`src/design/mrw_pkg.sv`:
```
// shared constants, types and sequencer states for the miller-rabin witness test
package mrw_pkg;

  // width of the arithmetic (low bits of modulus and base that take part)
  localparam int OPERAND_WIDTH = 32;
  // bit counter width for one serial multiply and for the power-of-two count
  localparam int CNT_W = $clog2(OPERAND_WIDTH);

  // fixed field and register widths
  localparam int DATA_W = 32;
  localparam int ADDR_W = 3;

  // register map: index taken from paddr[ADDR_W-1]
  localparam logic REG_IDX_MODULUS = 1'b0;
  localparam logic [DATA_W-1:0] MODULUS_RESET = 32'd3;

  typedef logic [OPERAND_WIDTH-1:0] operand_t;

  localparam operand_t ONE = operand_t'(1);

  // request into the serial modular multiplier
  typedef struct packed {
    logic     start;
    operand_t x;
    operand_t y;
    operand_t m;
  } mm_req_t;

  // response from the serial modular multiplier
  typedef struct packed {
    logic     done;
    operand_t p;
  } mm_rsp_t;

  typedef enum logic [3:0] {
    ST_IDLE,
    ST_SPLIT,
    ST_REDUCE,
    ST_PSTEP,
    ST_PMUL,
    ST_PSHIFT,
    ST_PSQ,
    ST_PEND,
    ST_CHECK,
    ST_SQUARE,
    ST_DONE
  } seq_state_t;

endpackage

```
`src/design/mrw_seq.sv`:
```
// round sequencer: splits m-1, runs square-and-multiply and the squaring chain
module mrw_seq (
  input  logic              clk,
  input  logic              rst_n,
  input  logic              start,
  input  mrw_pkg::operand_t base,
  input  mrw_pkg::operand_t m,
  output logic              idle,
  output logic              res_valid,
  output logic              res_bit,
  input  logic              res_ready,
  output mrw_pkg::mm_req_t  mm_req,
  input  mrw_pkg::mm_rsp_t  mm_rsp
);

  localparam int W = mrw_pkg::OPERAND_WIDTH;

  mrw_pkg::seq_state_t state_r, state_nxt;
  mrw_pkg::operand_t   a_r, a_nxt;
  mrw_pkg::operand_t   e_r, e_nxt;
  mrw_pkg::operand_t   acc_r, acc_nxt;
  mrw_pkg::operand_t   sq_r, sq_nxt;
  logic [mrw_pkg::CNT_W-1:0] s_r, s_nxt;
  logic [mrw_pkg::CNT_W-1:0] j_r, j_nxt;
  logic                res_r, res_nxt;
  mrw_pkg::operand_t   m_minus1;

  assign m_minus1 = m - mrw_pkg::ONE;

  // next state, multiplier requests and result
  always_comb begin
    state_nxt = state_r;
    a_nxt     = a_r;
    e_nxt     = e_r;
    acc_nxt   = acc_r;
    sq_nxt    = sq_r;
    s_nxt     = s_r;
    j_nxt     = j_r;
    res_nxt   = res_r;
    mm_req.start = 1'b0;
    mm_req.x     = acc_r;
    mm_req.y     = sq_r;
    mm_req.m     = m;
    res_valid    = 1'b0;

    unique case (state_r)
      mrw_pkg::ST_IDLE: begin
        if (start) begin
          a_nxt = base;
          // even modulus or modulus of one: composite, no arithmetic
          if (!m[0] || (m == mrw_pkg::ONE)) begin
            res_nxt   = 1'b0;
            state_nxt = mrw_pkg::ST_DONE;
          end else begin
            e_nxt     = m_minus1;
            s_nxt     = '0;
            state_nxt = mrw_pkg::ST_SPLIT;
          end
        end
      end
      // strip trailing zeros of m-1, one per cycle
      mrw_pkg::ST_SPLIT: begin
        if (!e_r[0]) begin
          e_nxt = {1'b0, e_r[W-1:1]};
          s_nxt = s_r + 1'b1;
        end else begin
          mm_req.start = 1'b1;
          mm_req.x     = a_r;
          mm_req.y     = mrw_pkg::ONE;
          state_nxt    = mrw_pkg::ST_REDUCE;
        end
      end
      // base reduced modulo m
      mrw_pkg::ST_REDUCE: begin
        if (mm_rsp.done) begin
          sq_nxt    = mm_rsp.p;
          acc_nxt   = mrw_pkg::ONE;
          state_nxt = mrw_pkg::ST_PSTEP;
        end
      end
      mrw_pkg::ST_PSTEP: begin
        if (e_r[0]) begin
          mm_req.start = 1'b1;
          state_nxt    = mrw_pkg::ST_PMUL;
        end else begin
          state_nxt = mrw_pkg::ST_PSHIFT;
        end
      end
      mrw_pkg::ST_PMUL: begin
        if (mm_rsp.done) begin
          acc_nxt   = mm_rsp.p;
          state_nxt = mrw_pkg::ST_PSHIFT;
        end
      end
      // next exponent bit; square only while bits remain
      mrw_pkg::ST_PSHIFT: begin
        e_nxt = {1'b0, e_r[W-1:1]};
        if (e_r[W-1:1] != '0) begin
          mm_req.start = 1'b1;
          mm_req.x     = sq_r;
          state_nxt    = mrw_pkg::ST_PSQ;
        end else begin
          state_nxt = mrw_pkg::ST_PEND;
        end
      end
      mrw_pkg::ST_PSQ: begin
        if (mm_rsp.done) begin
          sq_nxt    = mm_rsp.p;
          state_nxt = mrw_pkg::ST_PSTEP;
        end
      end
      mrw_pkg::ST_PEND: begin
        if (acc_r == mrw_pkg::ONE) begin
          res_nxt   = 1'b1;
          state_nxt = mrw_pkg::ST_DONE;
        end else begin
          j_nxt     = mrw_pkg::CNT_W'(1);
          state_nxt = mrw_pkg::ST_CHECK;
        end
      end
      // squaring chain looking for m-1
      mrw_pkg::ST_CHECK: begin
        if (acc_r == m_minus1) begin
          res_nxt   = 1'b1;
          state_nxt = mrw_pkg::ST_DONE;
        end else if (j_r >= s_r) begin
          res_nxt   = 1'b0;
          state_nxt = mrw_pkg::ST_DONE;
        end else begin
          mm_req.start = 1'b1;
          mm_req.y     = acc_r;
          state_nxt    = mrw_pkg::ST_SQUARE;
        end
      end
      mrw_pkg::ST_SQUARE: begin
        if (mm_rsp.done) begin
          acc_nxt = mm_rsp.p;
          // a one before m-1 proves compositeness
          if (mm_rsp.p == mrw_pkg::ONE) begin
            res_nxt   = 1'b0;
            state_nxt = mrw_pkg::ST_DONE;
          end else begin
            j_nxt     = j_r + 1'b1;
            state_nxt = mrw_pkg::ST_CHECK;
          end
        end
      end
      mrw_pkg::ST_DONE: begin
        res_valid = 1'b1;
        if (res_ready) begin
          state_nxt = mrw_pkg::ST_IDLE;
        end
      end
      default: begin
        state_nxt = mrw_pkg::ST_IDLE;
      end
    endcase
  end

  always_ff @(posedge clk) begin
    if (!rst_n) begin
      state_r <= mrw_pkg::ST_IDLE;
    end else begin
      state_r <= state_nxt;
    end
  end

  // working registers
  always_ff @(posedge clk) begin
    a_r   <= a_nxt;
    e_r   <= e_nxt;
    acc_r <= acc_nxt;
    sq_r  <= sq_nxt;
    s_r   <= s_nxt;
    j_r   <= j_nxt;
    res_r <= res_nxt;
  end

  assign idle    = (state_r == mrw_pkg::ST_IDLE);
  assign res_bit = res_r;

endmodule

```
`config.mk`:
```
export PLATFORM = sky130hd
export DESIGN_NAME = mrw_seq
export DESIGN_NICKNAME = d
export VERILOG_FILES = /design/src/design/mrw_pkg.sv /design/src/design/mrw_seq.sv
export SDC_FILE = /design/constraint.sdc
export NUM_CORES = 1
export LEC_CHECK = 0
export BUFFER_PORTS_ARGS = -buffer_cell sky130_fd_sc_hd__buf_4
export CORE_MARGIN = 3
export CORE_UTILIZATION = 50
export CTS_CLUSTER_DIAMETER = 30
export DETAILED_ROUTE_END_ITERATION = 12
export PLACE_DENSITY = 0.77
export SYNTH_ARGS = -nofsm -noshare
export SYNTH_HDL_FRONTEND = slang
export SYNTH_SLANG_ARGS = --single-unit
export TNS_END_PERCENT = 10
```
`constraint.sdc`:
```
create_clock -name clk -period 3.8 [get_ports clk]
set_input_delay 0 -clock clk [delete_from_list [all_inputs] [get_ports clk]]
set_output_delay 0 -clock clk [all_outputs]
set_load 0.02 [all_outputs]
```
==> flow_summary_export.csv, run 1 <==
group,metric,value,unit
status,status,"completed",
setup_path,critical-path-max-stage-delay,0.55,ns
route,dr_wl_met2,13980,um
global_route,grt_pass1_wl,43760,um
place,dp.final_hpwl,19550,um
cells_and_area,diodes,0,
sta,drv_slew,0,
cts,clk_latency,0.43,ns
global_route,grt.total_usage,28.84,%
synthesis,synth_flop_cell,"edfxtp_1",
setup_path,cp_max_fo,10,
cts,clk_pin_slew,0.06,ns
cts,cts_buffers,17,
synthesis,syn_inst,829,
sta,tightest_slew,1.056,ns
synthesis,yosysWarnings,0,
cts,cts_sinks,143,
cells_and_area,design_area,11630,um^2
route,m1WireLength,10640,um
setup_path,required,3.80,ns
global_route,overflow,0,
route,routed_wl,28350,um
cells_and_area,layout_common_cells,"buf_4 (227), edfxtp_1 (139), dlygate4sd3_1 (68), inv_1 (44)",
cts,htree_levels,4,
floorplan,die_y,139.1,um
synthesis,async_reset_ff_share,0,%
synthesis,synth.avg_cell_area,10.69,um^2
synthesis,synth_edf_count,139,
setup_path,end_kind,"output port",
synthesis,ys_seq_area_share,48.01,%
sta,rsz0062_at_grt,"false",
cts,cts_root_buf,"clkbuf_16",
floorplan,start_util,51.23,%
route,wl_met3,2772,um
floorplan,rows,48,
setup_path,crit_arrival,3.60,ns
power,irDropWorstVdd,0.4126,mV
setup_path,crit_top_cell,"buf_4",
synthesis,synth_area,8861,um^2
power,p_seq_share,37.2,%
cells_and_area,area_delta_synth_final,31.28,%
route,detail_route.vias_per_cell,6.038,
min_path,hp-start,"m[6]",
setup_path,timing.rr.start,"acc_r[17]",
cts,clock_path_buffers,2,
global_route,grt_pass1_vias,7804,
route,drtPass1Iterations,8,
power,clkPwrFrac,23.4,%
route,top_layer_used,"met4",
flow_run,drv_cap,0,
cts,cts_tree,"yes",
sta,min_period,3.602,ns
min_path,hp-class,"in -> reg",
setup_path,regToRegSetupSlack,0.70,ns
cells_and_area,nNetsFinal,1170,
power,power.leakage,4.559,nW
floorplan,core_area,17300,um^2
sta,setup_viol,0,
cells_and_area,utilization,67.25,%
cts,postCtsSetupBuffers,0,
synthesis,mappedNetlistNets,939,
setup_path,cp_top_family,"simple AND/OR/NAND/NOR gates",
sta,min_period_over_period,94.78,%
cells_and_area,final_common_cell,"buf_4",
setup_path,r2r-end,"res_bit",
sta,fmax,277.6,MHz
min_path,min_to,"e_r[6]",
place,gp_congestion,0.9507,
global_route,grt_max_degree,64,
route,first_iter_violations,1021,
floorplan,die-area,19360,um^2
setup_path,critical-path-slowest-cell,"or4_1",
setup_path,setup.worst_path.start_class,"input pin",
sta,hold_ws,0.01299,ns
place,dpl_cell_area,10380,um^2
cells_and_area,nFillCells,1270,
setup_path,path_cells,"buf_4 > inv_1 > ha_1 > or3b_2 > nor4_4 > nand4_1 > xor2_2 > xnor2_1 > or4_1 > nor4_2 > or4b_4 > buf_4 > mux2_4 > buf_4",
floorplan,ios,201,
setup_path,critPathLaunch,"m[0]",
setup_path,critPathKind,"in -> out",
floorplan,die_width,139.1,um
route,wl_per_cell,21.84,um
route,vias,7837,
sta,timing.final.hold_violations,0,
power,switching_power,2.675,mW
power,power.internal,4.336,mW
route,ant_nets,0,
power,combinationalPowerShare,39.4,%
sta,relSlewSlack,29.41,%
synthesis,ys_ff_latch,143,
cells_and_area,drive_above_1_share,29.36,%
setup_path,cp.buffers_inverters,4,
power,pwr_density_cell,602.7,nW/um^2
setup_path,rr_worst_depth,10,
global_route,antenna_found_initial,0,
min_path,min_path_cells,3,
power,p_sw_share,38.16,%
sta,fin_skew,0.01061,ns
route,drc,0,
place,port-buffer-count,200,
synthesis,ys_types,67,
[area by class of cell]
type | count | area (um^2) | share of cell area, %
clock buffers | 19 | 432.9 | 3.722
clock inverters | 13 | 132.6 | 1.140
inverters | 44 | 165.2 | 1.420
multi-input cells | 558 | 3961 | 34.05
flip-flops and latches | 143 | 4254 | 36.57
well taps | 225 | 281.5 | 2.420
repair buffers | 296 | 2405 | 20.67
[metal layers]
metal  GRT usage, %  vias up
li1               -     3538
met2          47.79      516
met3          6.828       74
met4          10.81        0
met1          36.94     3709
met5              0        -
[repair_timing]
| item | in CTS | in global routing |
|---|---|---|
| hold buffers | 68 | 0 |
| gates resized for setup | 0 | 2 |
| hold endpoints to repair | 102 | 0 |
| setup endpoints to repair | 0 | 19 |
[logic make-up (layout without fill, tap and decap cells)]
| family | Yosys count | in the layout | share of synthesized area (%) |
|---|---|---|---|
| multiplexers | 33 | 33 | 5.224 |
| XOR/XNOR | 60 | 60 | 6.241 |
| AO/OA/AOI/OAI | 136 | 136 | 10.60 |
| buffers and inverters | 128 | 372 | 7.696 |
| AND/OR/NAND/NOR | 320 | 320 | 20.95 |
| flip-flops | 143 | 143 | 48.01 |
| adder cells (fa/ha/maj) | 9 | 9 | 1.271 |
[flip-flops by register name, indices dropped and copies added, names as in the netlist]
name and count:
a_r 32, acc_r 32, e_r 32, sq_r 32, j_r 5, s_r 5, state_r 4, res_bit 1
[Yosys cell counts, types with 3 or more instances]
library cell  number  share of area [%]
edfxtp_1         139                 47
inv_1             44                1.9
nor2_1            43                1.8
a21oi_1           42                2.4
nand2_1           40                1.7
xnor2_1           39                3.9
and2_1            37                2.6
clkbuf_1          37                1.6
nor2b_1           36                2.5
nor4_1            35                2.5
buf_4             33                2.8
a222oi_1          32                3.6
nand3_1           29                1.6
o21ai_0           27                1.5
nor3_1            26                1.5
mux2_4            25                4.2
xor2_1            19                1.9
nand4_1           17                1.2
nand2b_1          10               0.71
ha_1               9                1.3
nor3b_1            7               0.59
mux2_2             6               0.76
or4_1              6               0.51
buf_2              5               0.28
nor4_2             5               0.71
a211oi_1           4               0.34
a31oi_1            4               0.28
and3_1             4               0.28
dfxtp_1            4               0.90
buf_1              3               0.13
buf_12             3               0.68
buf_6              3               0.38
nor4b_1            3               0.30
o22ai_1            3               0.21
o31ai_1            3               0.25
or2_2              3               0.21
or3_1              3               0.21
or3b_2             3               0.30
or4_4              3               0.38
[through the flow]
stage	setup WS (ns)	power, mW	TNS (ns)	instances
after floorplan	-0.1423	4.262	-4.555	829
after global placement	0.3367	5.236	0	1198
after detailed placement	0.2233	5.270	0	1198
after CTS	0.1020	6.950	0	1298
after global routing	0.009278	7.336	0	1298
final	0.1983	7.011	0	1298
[worst reg2reg max path: stages, from the launching register on]
cell and delay [ns]:
edfxtp_1 0.55, or2_2 0.37, o21ai_0 0.17, a41o_1 0.12
nor3_1 0.05, a2111oi_0 0.41, nand4_1 0.22, nor4_2 0.30
or4b_4 0.21, buf_4 0.22, and3_1 0.19
[power by group through the flow]
stage / combinational, mW / sequential [mW] / clock (mW)
2_1_floorplan: 1.80 / 2.46 / 0
3_3_place_gp: 2.62 / 2.62 / 0
3_5_place_dp: 2.65 / 2.62 / 0
4_1_cts: 2.72 / 2.60 / 1.63
5_1_grt: 2.98 / 2.64 / 1.71
6_report: 2.76 / 2.61 / 1.64
[worst max-delay path by stage]
| stage | cells after the start | slack (ns) | to |
|---|---|---|---|
| floorplan | 5 | -0.14 | acc_r[0] |
| global placement | 15 | 0.34 | mm_req[54] |
| detailed placement | 14 | 0.22 | mm_req[52] |
| CTS | 11 | 0.10 | mm_req[52] |
| global route | 14 | 0.009 | mm_req[53] |
| finish | 14 | 0.20 | mm_req[52] |
Power figures use the tool's default switching activity.
==> run 2, diff against run 1 <==
--- a/config.mk
+++ b/config.mk
@@ -6,11 +6,14 @@
 export NUM_CORES = 1
 export LEC_CHECK = 0
 export BUFFER_PORTS_ARGS = -buffer_cell sky130_fd_sc_hd__buf_4
+export CELL_PAD_IN_SITES_DETAIL_PLACEMENT = 2
+export CELL_PAD_IN_SITES_GLOBAL_PLACEMENT = 2
 export CORE_MARGIN = 3
-export CORE_UTILIZATION = 50
+export CORE_UTILIZATION = 31
 export CTS_CLUSTER_DIAMETER = 30
 export DETAILED_ROUTE_END_ITERATION = 12
-export PLACE_DENSITY = 0.77
+export PLACE_DENSITY = 0.75
+export RECOVER_POWER = 25
 export SYNTH_ARGS = -nofsm -noshare
 export SYNTH_HDL_FRONTEND = slang
 export SYNTH_SLANG_ARGS = --single-unit
==> run 2 against run 1 <==
  * Sequential cell count is the same
  * Sequential power is essentially flat
  * Critical path depth grew 1
  * Wire length grew 36%
  * Total power grew 4.3%
  * Count of clock-buffer cells in the layout shrank 1
  * Maximum frequency shrank 1.7%
  * Worst setup slack lost 0.062 ns
  * Clock power grew 4%
==> flow_summary_export.csv, run 2 (synthesis results as in run 1) <==
group,metric,value,unit
setup_path,cp.buffers_inverters,5,
flow_run,drv_cap,0,
sta,min_period_over_period,96.41,%
global_route,busiest_layer,"met2",
setup_path,critical-path-max-stage-delay,0.57,ns
place,gp_congestion,0.8967,
cells_and_area,diodes,0,
sta,drv_slew,0,
route,wl_per_cell,26.38,um
global_route,grt_max_degree,43,
setup_path,regToRegSetupSlack,0.71,ns
floorplan,start_util,31.63,%
route,vias,8112,
min_path,hp-start,"m[27]",
power,finalPower,7.312,mW
place,dp.final_hpwl,26460,um
cells_and_area,nNetsFinal,1182,
route,drc,0,
sta,min_period,3.664,ns
setup_path,crit_top_cell,"buf_4",
sta,setup_slack,0.1362,ns
cells_and_area,nFillCells,2922,
route,ant_nets,0,
power,irDropWorstVdd,0.2587,mV
power,pwr_density_cell,621.7,nW/um^2
sta,fin_skew,0.01722,ns
cts,clock_path_buffers,2,
sta,setup_viol,0,
floorplan,die_y,175.1,um
global_route,grt.total_usage,24.70,%
cells_and_area,final_common_cell,"buf_4",
global_route,grtUsageMet2,43.41,%
place,dpl.cell_count,1360,
floorplan,die_width,175.1,um
setup_path,critical-path-slowest-cell,"or4_1",
cts,clk_pin_slew,0.08,ns
min_path,min_to,"e_r[27]",
floorplan,core_area,28010,um^2
place,post-place-ws,0.1857,ns
global_route,use_met1,29.98,%
cts,cts_tree,"yes",
power,power.leakage,4.457,nW
cts,clk_latency,0.44,ns
setup_path,rr_worst_depth,9,
cells_and_area,area_delta_synth_final,32.73,%
floorplan,die-area,30650,um^2
cells_and_area,design_area,11760,um^2
setup_path,required,3.80,ns
min_path,hp-class,"in -> reg",
cts,cts_sinks,143,
setup_path,timing.rr.start,"acc_r[10]",
setup_path,r2r-end,"res_bit",
sta,tightest_slew,0.8785,ns
route,routed_wl,38590,um
min_path,min_path_cells,3,
floorplan,rows,61,
global_route,antenna_found_initial,0,
cells_and_area,drive_above_1_share,25.62,%
global_route,grt_pass1_wl,57440,um
status,status,"completed",
route,drtPass1Iterations,6,
setup_path,cp_max_fo,10,
cts,cts_root_buf,"clkbuf_16",
setup_path,end_kind,"output port",
cts,htree_levels,4,
setup_path,setup.worst_path.start_class,"input pin",
sta,fmax,272.9,MHz
global_route,met3_usage,5.041,%
setup_path,critPathKind,"in -> out",
route,first_iter_violations,768,
sta,timing.final.hold_violations,0,
floorplan,ios,201,
route,detail_route.vias_per_cell,5.545,
sta,relSlewSlack,41.08,%
setup_path,cp_top_family,"simple AND/OR/NAND/NOR gates",
setup_path,path_cells,"buf_4 > inv_1 > ha_1 > nor3b_2 > nand4_1 > buf_4 > nor4_1 > xnor2_1 > xnor2_1 > or4_1 > nor4_4 > or4b_4 > buf_12 > mux2_2 > buf_4",
cells_and_area,final_cells,1463,
cells_and_area,utilization,41.99,%
global_route,grt_pass1_vias,8839,
cts,cts_buffers,17,
global_route,overflow,0,
cells_and_area,layout_common_cells,"buf_4 (151), edfxtp_1 (139), dlygate4sd3_1 (66), clkbuf_1 (57), inv_1 (44)",
setup_path,crit_arrival,3.66,ns
place,port-buffer-count,200,
place,dpl_cell_area,10640,um^2
==> run 2: cell types whose count changed in the layout (fill, tap and decap cells not counted), sizes merged <==
| cell | previous run | this run |
|---|---|---|
| buf | 228 | 154 |
| clkbuf | 19 | 106 |
| bufinv | 1 | 0 |
| clkinv | 5 | 3 |
| dlygate4sd3 | 68 | 66 |
| inv | 49 | 53 |
==> run 2: layout make-up <==
type                       count  area [um^2]  share of cell area (%)
tap                          378        473.0                   4.021
clock inverter                14        145.1                   1.234
multi-input combinational    558         3990                   33.93
sequential                   143         4254                   36.17
inverter                      44        165.2                   1.404
clock buffer                  18        429.2                   3.649
timing repair buffer         308         2305                   19.60
==> run 2: per-stage QoR <==
stage          hold WS, ns   TNS (ns)
2_1_floorplan      0.09887     -4.555
3_3_place_gp        0.1785          0
3_5_place_dp        0.1793          0
4_1_cts            0.02861          0
5_1_grt            0.05247  -0.006431
6_report           0.04185          0
==> run 2: worst max-delay path by stage <==
stage	start	to	slack [ns]	cells after the start
3_3_place_gp	m[0]	res_bit	0.28	13
6_report	m[0]	mm_req[61]	0.14	15
3_5_place_dp	m[0]	mm_req[33]	0.19	14
4_1_cts	m[0]	mm_req[59]	0.12	14
2_1_floorplan	state_r[2]	acc_r[0]	-0.14	5
5_1_grt	m[0]	mm_req[61]	-0.006	15
==> run 2: routing by layer <==
metal  vias to the layer above  wire (um)
met5                         -          0
li1                       3563          -
met3                        60       2677
met1                      4113      15140
met4                         0       1159
met2                       376      19620
==> run 2: repair_timing <==
item / CTS / global route
hold buffers: 66 / 0
buffers inserted: 0 / 4
endpoints found under the setup margin: 0 / 32
endpoints found under the hold margin: 99 / 0
gates resized for setup: 0 / 9
==> run 2: tightest hold or removal path: stages <==
cell and delay, ns:
buf_4 0.12, xnor2_1 0.11, a21oi_1 0.14
==> run 2: where the power goes <==
group          switching, mW  internal [mW]  total [mW]
combinational           1.83           1.15        2.97
sequential             0.343           2.28        2.62
clock                  0.838          0.877        1.71
total                   3.01           4.30        7.31
